**config.mk**
```make
export PLATFORM = sky130hd
export DESIGN_NAME = bitmap_handle_allocator
export DESIGN_NICKNAME = d
export VERILOG_FILES = /design/src/sv/bha_pkg.sv /design/src/sv/bitmap_handle_allocator.sv /design/src/sv/bha_summary.sv
export SDC_FILE = /design/constraint.sdc
export NUM_CORES = 2
export LEC_CHECK = 0
export BUFFER_PORTS_ARGS = -buffer_cell sky130_fd_sc_hd__buf_2
export CAP_MARGIN = 20
export CORE_MARGIN = 8
export CORE_UTILIZATION = 30
export CTS_CLUSTER_DIAMETER = 200
export DETAILED_ROUTE_END_ITERATION = 10
export HOLD_SLACK_MARGIN = 0.08
export PLACE_DENSITY = 0.51
export SLEW_MARGIN = 20
export SYNTH_ARGS = -nofsm -noshare
export SYNTH_HDL_FRONTEND = slang
export SYNTH_SLANG_ARGS = --single-unit
```
**constraint.sdc**
```tcl
create_clock -name clk -period 12.5 [get_ports clk]
set_clock_uncertainty 0.2 [all_clocks]
set_input_delay 3.75 -clock clk [delete_from_list [all_inputs] [get_ports clk]]
set_output_delay 3.75 -clock clk [all_outputs]
set_load 0.005 [all_outputs]
```
**src/sv/bha_pkg.sv**
```systemverilog
// Shared types and constants for the bitmap handle allocator.
// Used by the top level, the summary search and the port checker; no dependencies.
package bha_pkg;

	localparam int HANDLE_W   = 10;
	localparam int FIELD_SPAN = 1024;
	// byte address into the in-use map; the 10-bit handle field caps it at 128 bytes
	localparam int MAP_AW     = 7;
	localparam int BIT_W      = 3;

	typedef enum logic {
		OP_ALLOC   = 1'b0,
		OP_RELEASE = 1'b1
	} op_t;

	typedef enum logic {
		ST_OK   = 1'b0,
		ST_FAIL = 1'b1
	} status_t;

	// write-back of one map byte into the summary
	typedef struct packed {
		logic              en;
		logic [MAP_AW-1:0] addr;
		logic              full;
	} sum_upd_t;

	// lowest map byte that still holds a free handle
	typedef struct packed {
		logic              found;
		logic [MAP_AW-1:0] addr;
	} sum_pick_t;

endpackage

```
**src/sv/bitmap_handle_allocator.sv**
```systemverilog
// Top level of the bitmap handle allocator: byte-wide in-use map memory,
// read-modify-write sequencer and result register. Depends on bha_pkg, bha_summary.
//
//  channel | dir | tdata                    | tuser
//  s_*     | in  | [9:0] handle_index       | [0] operation
//  m_*     | out | [9:0] granted_handle     | [0] status
//
// From acceptance to a valid result, the accepting edge registers the first summary level,
// the read state finishes the search and reads the map, and the write-back state modifies
// and writes the byte back and loads the result register; s_tready then returns, so a
// new item is taken only once the last has left the write-back stage.
// The single map memory port keeps one item in flight at a time.
// A result that is not taken holds the write-back stage until m_tready.
// After reset every handle is free; no clearing pass is needed.
module bitmap_handle_allocator #(
	parameter int HANDLE_COUNT   = 1024,
	parameter int RESERVED_COUNT = 3
) (
	input  logic        clk,
	input  logic        arst_n,
	input  logic        s_tvalid,
	output logic        s_tready,
	input  logic [15:0] s_tdata,   // [9:0] handle_index
	input  logic [0:0]  s_tuser,   // [0] operation
	output logic        m_tvalid,
	input  logic        m_tready,
	output logic [15:0] m_tdata,   // [9:0] granted_handle
	output logic [0:0]  m_tuser    // [0] status
);

	localparam int LIMIT     = (HANDLE_COUNT < bha_pkg::FIELD_SPAN) ?
	                           HANDLE_COUNT : bha_pkg::FIELD_SPAN;
	localparam int NUM_BYTES = (LIMIT + 7) / 8;
	localparam int AW        = $clog2(NUM_BYTES);

	typedef enum logic [2:0] {
		S_IDLE = 3'b001,
		S_RD   = 3'b010,
		S_WB   = 3'b100
	} state_t;

	state_t                           state_q;
	bha_pkg::op_t                     op_q;
	logic [bha_pkg::HANDLE_W-1:0]     hidx_q;
	logic [bha_pkg::MAP_AW-1:0]       addr_q;
	logic                             ok_q;
	logic [7:0]                       rdata_q;
	logic                             rvalid_q;
	logic [7:0]                       mem [NUM_BYTES];
	logic [NUM_BYTES-1:0]             valid_q;
	logic                             out_valid_q;
	bha_pkg::status_t                 out_status_q;
	logic [bha_pkg::HANDLE_W-1:0]     out_handle_q;

	logic                             accept;
	bha_pkg::sum_pick_t               pick;
	bha_pkg::sum_upd_t                upd;
	logic                             rd_ok;
	logic [bha_pkg::MAP_AW-1:0]       rd_addr;
	logic                             rd_en;
	logic [7:0]                       smask;
	logic [7:0]                       raw;
	logic [7:0]                       eff;
	logic [bha_pkg::BIT_W-1:0]        bitpos;
	logic                             any_zero;
	logic [7:0]                       onehot;
	logic [7:0]                       newraw;
	logic                             succ;
	logic                             fire;
	logic                             wr_en;

	// bits of a map byte that are never handed out: reserved or past the pool
	function automatic logic [7:0] static_mask(input logic [bha_pkg::MAP_AW-1:0] b);
		int          h;
		logic [7:0]  m;
		for (int i = 0; i < 8; i++) begin
			h    = int'(b) * 8 + i;
			m[i] = (h < RESERVED_COUNT) || (h >= LIMIT);
		end
		return m;
	endfunction

	assign s_tready = (state_q == S_IDLE);
	assign accept   = s_tvalid && s_tready;

	bha_summary #(
		.NUM_BYTES      (NUM_BYTES),
		.RESERVED_COUNT (RESERVED_COUNT)
	) u_summary (
		.clk    (clk),
		.arst_n (arst_n),
		.start  (accept),
		.upd    (upd),
		.pick   (pick)
	);

	// read stage: pick the byte to touch
	always_comb begin
		if (op_q == bha_pkg::OP_ALLOC) begin
			rd_ok   = pick.found;
			rd_addr = pick.addr;
		end else begin
			rd_ok   = (hidx_q >= bha_pkg::HANDLE_W'(RESERVED_COUNT)) &&
			          ({1'b0, hidx_q} < 11'(LIMIT));
			rd_addr = hidx_q[bha_pkg::HANDLE_W-1:bha_pkg::BIT_W];
		end
	end

	assign rd_en = (state_q == S_RD) && rd_ok;

	always_ff @(posedge clk) begin
		if (rd_en) begin
			rdata_q  <= mem[rd_addr[AW-1:0]];
			rvalid_q <= valid_q[rd_addr[AW-1:0]];
		end
	end

	// write-back stage: modify the byte
	assign smask = static_mask(addr_q);
	assign raw   = rvalid_q ? rdata_q : 8'h00;
	assign eff   = raw | smask;

	always_comb begin
		bitpos   = '0;
		any_zero = 1'b0;
		for (int i = 7; i >= 0; i--) begin
			if (!eff[i]) begin
				bitpos   = bha_pkg::BIT_W'(i);
				any_zero = 1'b1;
			end
		end
		if (op_q == bha_pkg::OP_RELEASE) begin
			bitpos = hidx_q[bha_pkg::BIT_W-1:0];
		end
	end

	assign onehot = 8'h01 << bitpos;

	always_comb begin
		if (op_q == bha_pkg::OP_ALLOC) begin
			succ   = ok_q && any_zero;
			newraw = raw | onehot;
		end else begin
			succ   = ok_q && raw[bitpos];
			newraw = raw & ~onehot;
		end
	end

	assign fire  = (state_q == S_WB) && (!out_valid_q || m_tready);
	assign wr_en = fire && succ;

	assign upd.en   = wr_en;
	assign upd.addr = addr_q;
	assign upd.full = &(newraw | smask);

	always_ff @(posedge clk) begin
		if (wr_en) begin
			mem[addr_q[AW-1:0]] <= newraw;
		end
	end

	always_ff @(posedge clk or negedge arst_n) begin
		if (!arst_n) begin
			valid_q <= '0;
		end else if (wr_en) begin
			valid_q[addr_q[AW-1:0]] <= 1'b1;
		end
	end

	always_ff @(posedge clk or negedge arst_n) begin
		if (!arst_n) begin
			state_q <= S_IDLE;
		end else begin
			unique case (state_q)
				S_IDLE: begin
					if (accept) state_q <= S_RD;
				end
				S_RD: begin
					state_q <= S_WB;
				end
				S_WB: begin
					if (fire) state_q <= S_IDLE;
				end
				default: begin
					state_q <= S_IDLE;
				end
			endcase
		end
	end

	always_ff @(posedge clk) begin
		if (accept) begin
			op_q   <= bha_pkg::op_t'(s_tuser[0]);
			hidx_q <= s_tdata[bha_pkg::HANDLE_W-1:0];
		end
		if (state_q == S_RD) begin
			addr_q <= rd_addr;
			ok_q   <= rd_ok;
		end
	end

	// result register; hold while the sink stalls
	always_ff @(posedge clk or negedge arst_n) begin
		if (!arst_n) begin
			out_valid_q <= 1'b0;
		end else if (fire) begin
			out_valid_q <= 1'b1;
		end else if (m_tready) begin
			out_valid_q <= 1'b0;
		end
	end

	always_ff @(posedge clk) begin
		if (fire) begin
			out_status_q <= succ ? bha_pkg::ST_OK : bha_pkg::ST_FAIL;
			out_handle_q <= (succ && op_q == bha_pkg::OP_ALLOC) ? {addr_q, bitpos} : '0;
		end
	end

	assign m_tvalid = out_valid_q;
	assign m_tdata  = {6'b0, out_handle_q};
	assign m_tuser  = out_status_q;

endmodule

```
**src/sv/bha_summary.sv**
```systemverilog
// Per-byte full flags of the in-use map and a two-level search for the lowest
// byte with a free handle. Depends on bha_pkg.
module bha_summary #(
	parameter int NUM_BYTES      = 128,
	parameter int RESERVED_COUNT = 3
) (
	input  logic                clk,
	input  logic                arst_n,
	input  logic                start,
	input  bha_pkg::sum_upd_t   upd,
	output bha_pkg::sum_pick_t  pick
);

	localparam int NG = (NUM_BYTES + 7) / 8;
	localparam int AW = $clog2(NUM_BYTES);

	logic [NUM_BYTES-1:0] full_q;
	logic [NG*8-1:0]      free_bytes;
	logic [NG-1:0]        grp_any;
	logic [2:0]           grp_low [NG];
	logic [NG-1:0]        grp_any_s1;
	logic [2:0]           grp_low_s1 [NG];

	always_ff @(posedge clk or negedge arst_n) begin
		if (!arst_n) begin
			full_q <= '0;
		end else if (upd.en) begin
			full_q[upd.addr[AW-1:0]] <= upd.full;
		end
	end

	// a byte made only of reserved handles never has room
	always_comb begin
		free_bytes = '0;
		for (int b = 0; b < NUM_BYTES; b++) begin
			free_bytes[b] = !full_q[b] && !((b + 1) * 8 <= RESERVED_COUNT);
		end
	end

	always_comb begin
		for (int g = 0; g < NG; g++) begin
			grp_any[g] = |free_bytes[g*8 +: 8];
			grp_low[g] = 3'd0;
			for (int i = 7; i >= 0; i--) begin
				if (free_bytes[g*8 + i]) begin
					grp_low[g] = 3'(i);
				end
			end
		end
	end

	// first level of the search, registered when an item is taken
	always_ff @(posedge clk) begin
		if (start) begin
			grp_any_s1 <= grp_any;
			grp_low_s1 <= grp_low;
		end
	end

	always_comb begin
		pick.found = 1'b0;
		pick.addr  = '0;
		for (int g = NG - 1; g >= 0; g--) begin
			if (grp_any_s1[g]) begin
				pick.found = 1'b1;
				pick.addr  = bha_pkg::MAP_AW'(g * 8) + bha_pkg::MAP_AW'(grp_low_s1[g]);
			end
		end
	end

endmodule

```
==> run metrics <==
status=finished, final reports clean; Worst Path Buf+Inv=3; async set-reset flop share out of synthesis=18.7%; Setup Fix Bufs, Post-CTS=0; post-DP HPWL=95,700 um; critical path, cell by cell=buf_2 > nor2b_1 > or2_2 > inv_4 > buf_4 > nand3_1 > nor3_2 > mux2_2; Yosys warnings=0; # port buffers=27; crit share post-route=54.2%; Final min period=6770 ps; post-DR vias/cell=5.03; clock root buffer=clkbuf_16; CP Max Fanout=76; R2R cell count=13; RSZ-0062 raised after global routing=false; worst-margin pin slew=1160 ps; ANT nets after route=0; gpl congestion=0.860; crit path max-delay cell type=nor3_2; IO Pins=40; placed cell areas=60,600 um2; Initial Utilization=30.2%; Leak Pwr=23.6 nW; clk slew on worst S/H paths=60 ps; Longest Clk Path Bufs=3; share of post-route cells with drive strength above 1=18.3%; H-tree Lvls=4; Synth Register Bits=roughly 1,400; Core Footprint=between 150,000 and 200,000 um2; final hold violations=0; synth unique cells=76; Tightest Hold Check Type=flip-flop to flip-flop; antenna violations before repair=6; drt first-iter violations=3,118; area leader, netlist=edfxtp_1; CP Launch Type=primary input; cts hold-fix bufs=0; GRT Resource Usage Total=approximately 15%; post-CTS sizing=0; setup TNS=0 ps; ys flop type=edfxtp_1; Pre-antenna DRT Iters=5; Worst Path Arrival=7240 ps; fin area=65,700 um2; CP required=12,970 ps; Achievable Freq=about 150 MHz; global-route wire length before repair=234,000 um; Worst Setup Path Type=primary input to flip-flop; Final setup viols=0; clock buffer count from CTS=about 150; Net Switching=3.48 mW; number of enable flip-flop cells after synthesis=1,127; number of global-route vias before repair=33,700; Synth Cell Area=56,800 um2; largest net degree at the start of global routing=~150; worst vdd ir=0.118 mV; DR vias=34,400; crit end category=flip-flop; top cells by area, synth=edfxtp_1 60%, dfrtp_1 11%, nand2_1 4.9%; Num Clock Sinks=1,387; Pint=between 8 and 9 mW; Sw Share=29.1%; Mapped Avg Cell Area=13.8 um2; CTS tree=built; Final nets=4,241; Total Wirelength=159,000 um; Max Cap Viol=0; worst stage delay on the critical path=860 ps; Area Overhead vs Synth=15.6%; Max Slew Vio Count=0; Die Y=451 um; gr ovfl total=0; DRC=0; Clock Power Share=~38%; Hold Path Cell Cnt=1; sequential share of the synthesized area=71.0%; Levels on crit path=8; Cell Pwr Density=182 nW/um2; Crit path max-delay family=simple AND/OR/NAND/NOR gates; Cells after Synth=4,110; Reg power frac=between 40% and 50%; worst relative slew slack=21.8%; post-synth top area share=59.6%; combinational power share=16.8%; WL/cell=23.2 um; Row Count=159; Worst-Skew Late Latency=800 ps; area of the die=204,000 um2; width of the chip=451 um
## worst paths after layout
path	start	slack [ps]	end
max in group asynchronous	arst_n	7910	valid_q[111]$_DFFE_PN0P_
max	m_tready	5730	u_summary.full_q[75]$_DFFE_PN0P_
min in group asynchronous	arst_n	2720	valid_q[8]$_DFFE_PN0P_
max reg2reg	addr_q[6]$_DFFE_PN_	5980	u_summary.full_q[109]$_DFFE_PN0P_
min reg2reg	valid_q[117]$_DFFE_PN0P_	260	valid_q[117]$_DFFE_PN0P_
min	valid_q[117]$_DFFE_PN0P_	260	valid_q[117]$_DFFE_PN0P_
## area by class of cell
| class | count | area [um2] |
|---|---|---|
| fill | 18200 | 122000 |
| sequential | 1387 | 40300 |
| multi-input combinational | 2460 | 15600 |
| clock buffer | 220 | 4300 |
| tap | 2495 | 3120 |
| timing repair buffer | 184 | 1370 |
| clock inverter | 62 | 764 |
| inverter | 35 | 144 |
| antenna | 2 | 5.00 |
## cell families after synthesis
| kind of cell | count (synthesis) | synth area share [%] |
|---|---|---|
| compound gates | 472 | 5.40 |
| buf+inv | 268 | 1.90 |
| flops | 1387 | 71.0 |
| mux | 400 | 8.47 |
| other cells | 1 | 0.00660 |
| simple gates | 1582 | 13.2 |
## flip-flops by register name, indices dropped and copies added (netlist names)
register              cells
u_summary.grp_any_s1     16
addr_q                    7
m_tuser                   1
m_tvalid                  1
u_summary.full_q        128
state_q                   3
out_handle_q             10
hidx_q                   10
u_summary.grp_low_s1     48
mem                    1024
rdata_q                   8
valid_q                 128
ok_q                      1
op_q                      1
rvalid_q                  1
## per-stage QoR
step                hold WS [ps]  total power, mW  std cells  utilization, %  worst slack, ps
floorplan                    228             6.71       4115               -             1220
global placement             243             7.52       6559            32.2             4990
detailed placement           247             7.54       6559            32.2             4940
CTS                          262             12.1       6841            34.9             5790
global route                 273             12.4       6844            34.9             5660
finish                       262             11.9       6845            34.9             5730
## cells in the final DEF (no fill, tap or decap), types with 39 or more instances in the layout
cell and n:
nor2_1 101, mux2i_1 216, o22ai_1 71, or2_2 129, edfxtp_1 1127, a22oi_1 60
a21oi_1 145, nand3_1 275, dfrtp_1 259, buf_4 152, mux4_2 52, o21ai_0 39
clkbuf_16 153, mux2_2 123, nand2_1 748, clkbuf_1 45, nor3_2 39, nor3_1 119
## cell usage after synthesis (71+ instances only)
master,number
nor3_1,123
a21oi_1,146
nor2_1,109
dfrtp_1,259
mux2_2,123
mux2i_1,221
or2_2,129
nand2_1,748
clkbuf_1,155
o22ai_1,71
edfxtp_1,1127
nand3_1,279
## power by group through the flow
| stage | sequential [mW] | clock (mW) | combinational [mW] |
|---|---|---|---|
| 3_5_place_dp | 5.50 | 0 | 2.03 |
| 5_1_grt | 5.42 | 4.79 | 2.16 |
| 2_1_floorplan | 5.54 | 0 | 1.17 |
| 3_3_place_gp | 5.50 | 0 | 2.01 |
| 4_1_cts | 5.41 | 4.61 | 2.04 |
| 6_report | 5.42 | 4.51 | 2.01 |
## metal layers
| layer | share of wire [%] | track usage, % |
|---|---|---|
| met3 | 5.4 | 2.68 |
| met1 | 45 | 21.1 |
| met2 | 47 | 24.4 |
| met5 | 0.0082 | 0 |
| met4 | 3.0 | 4.77 |
No activity file was read; power rests on OpenSTA's default activity.
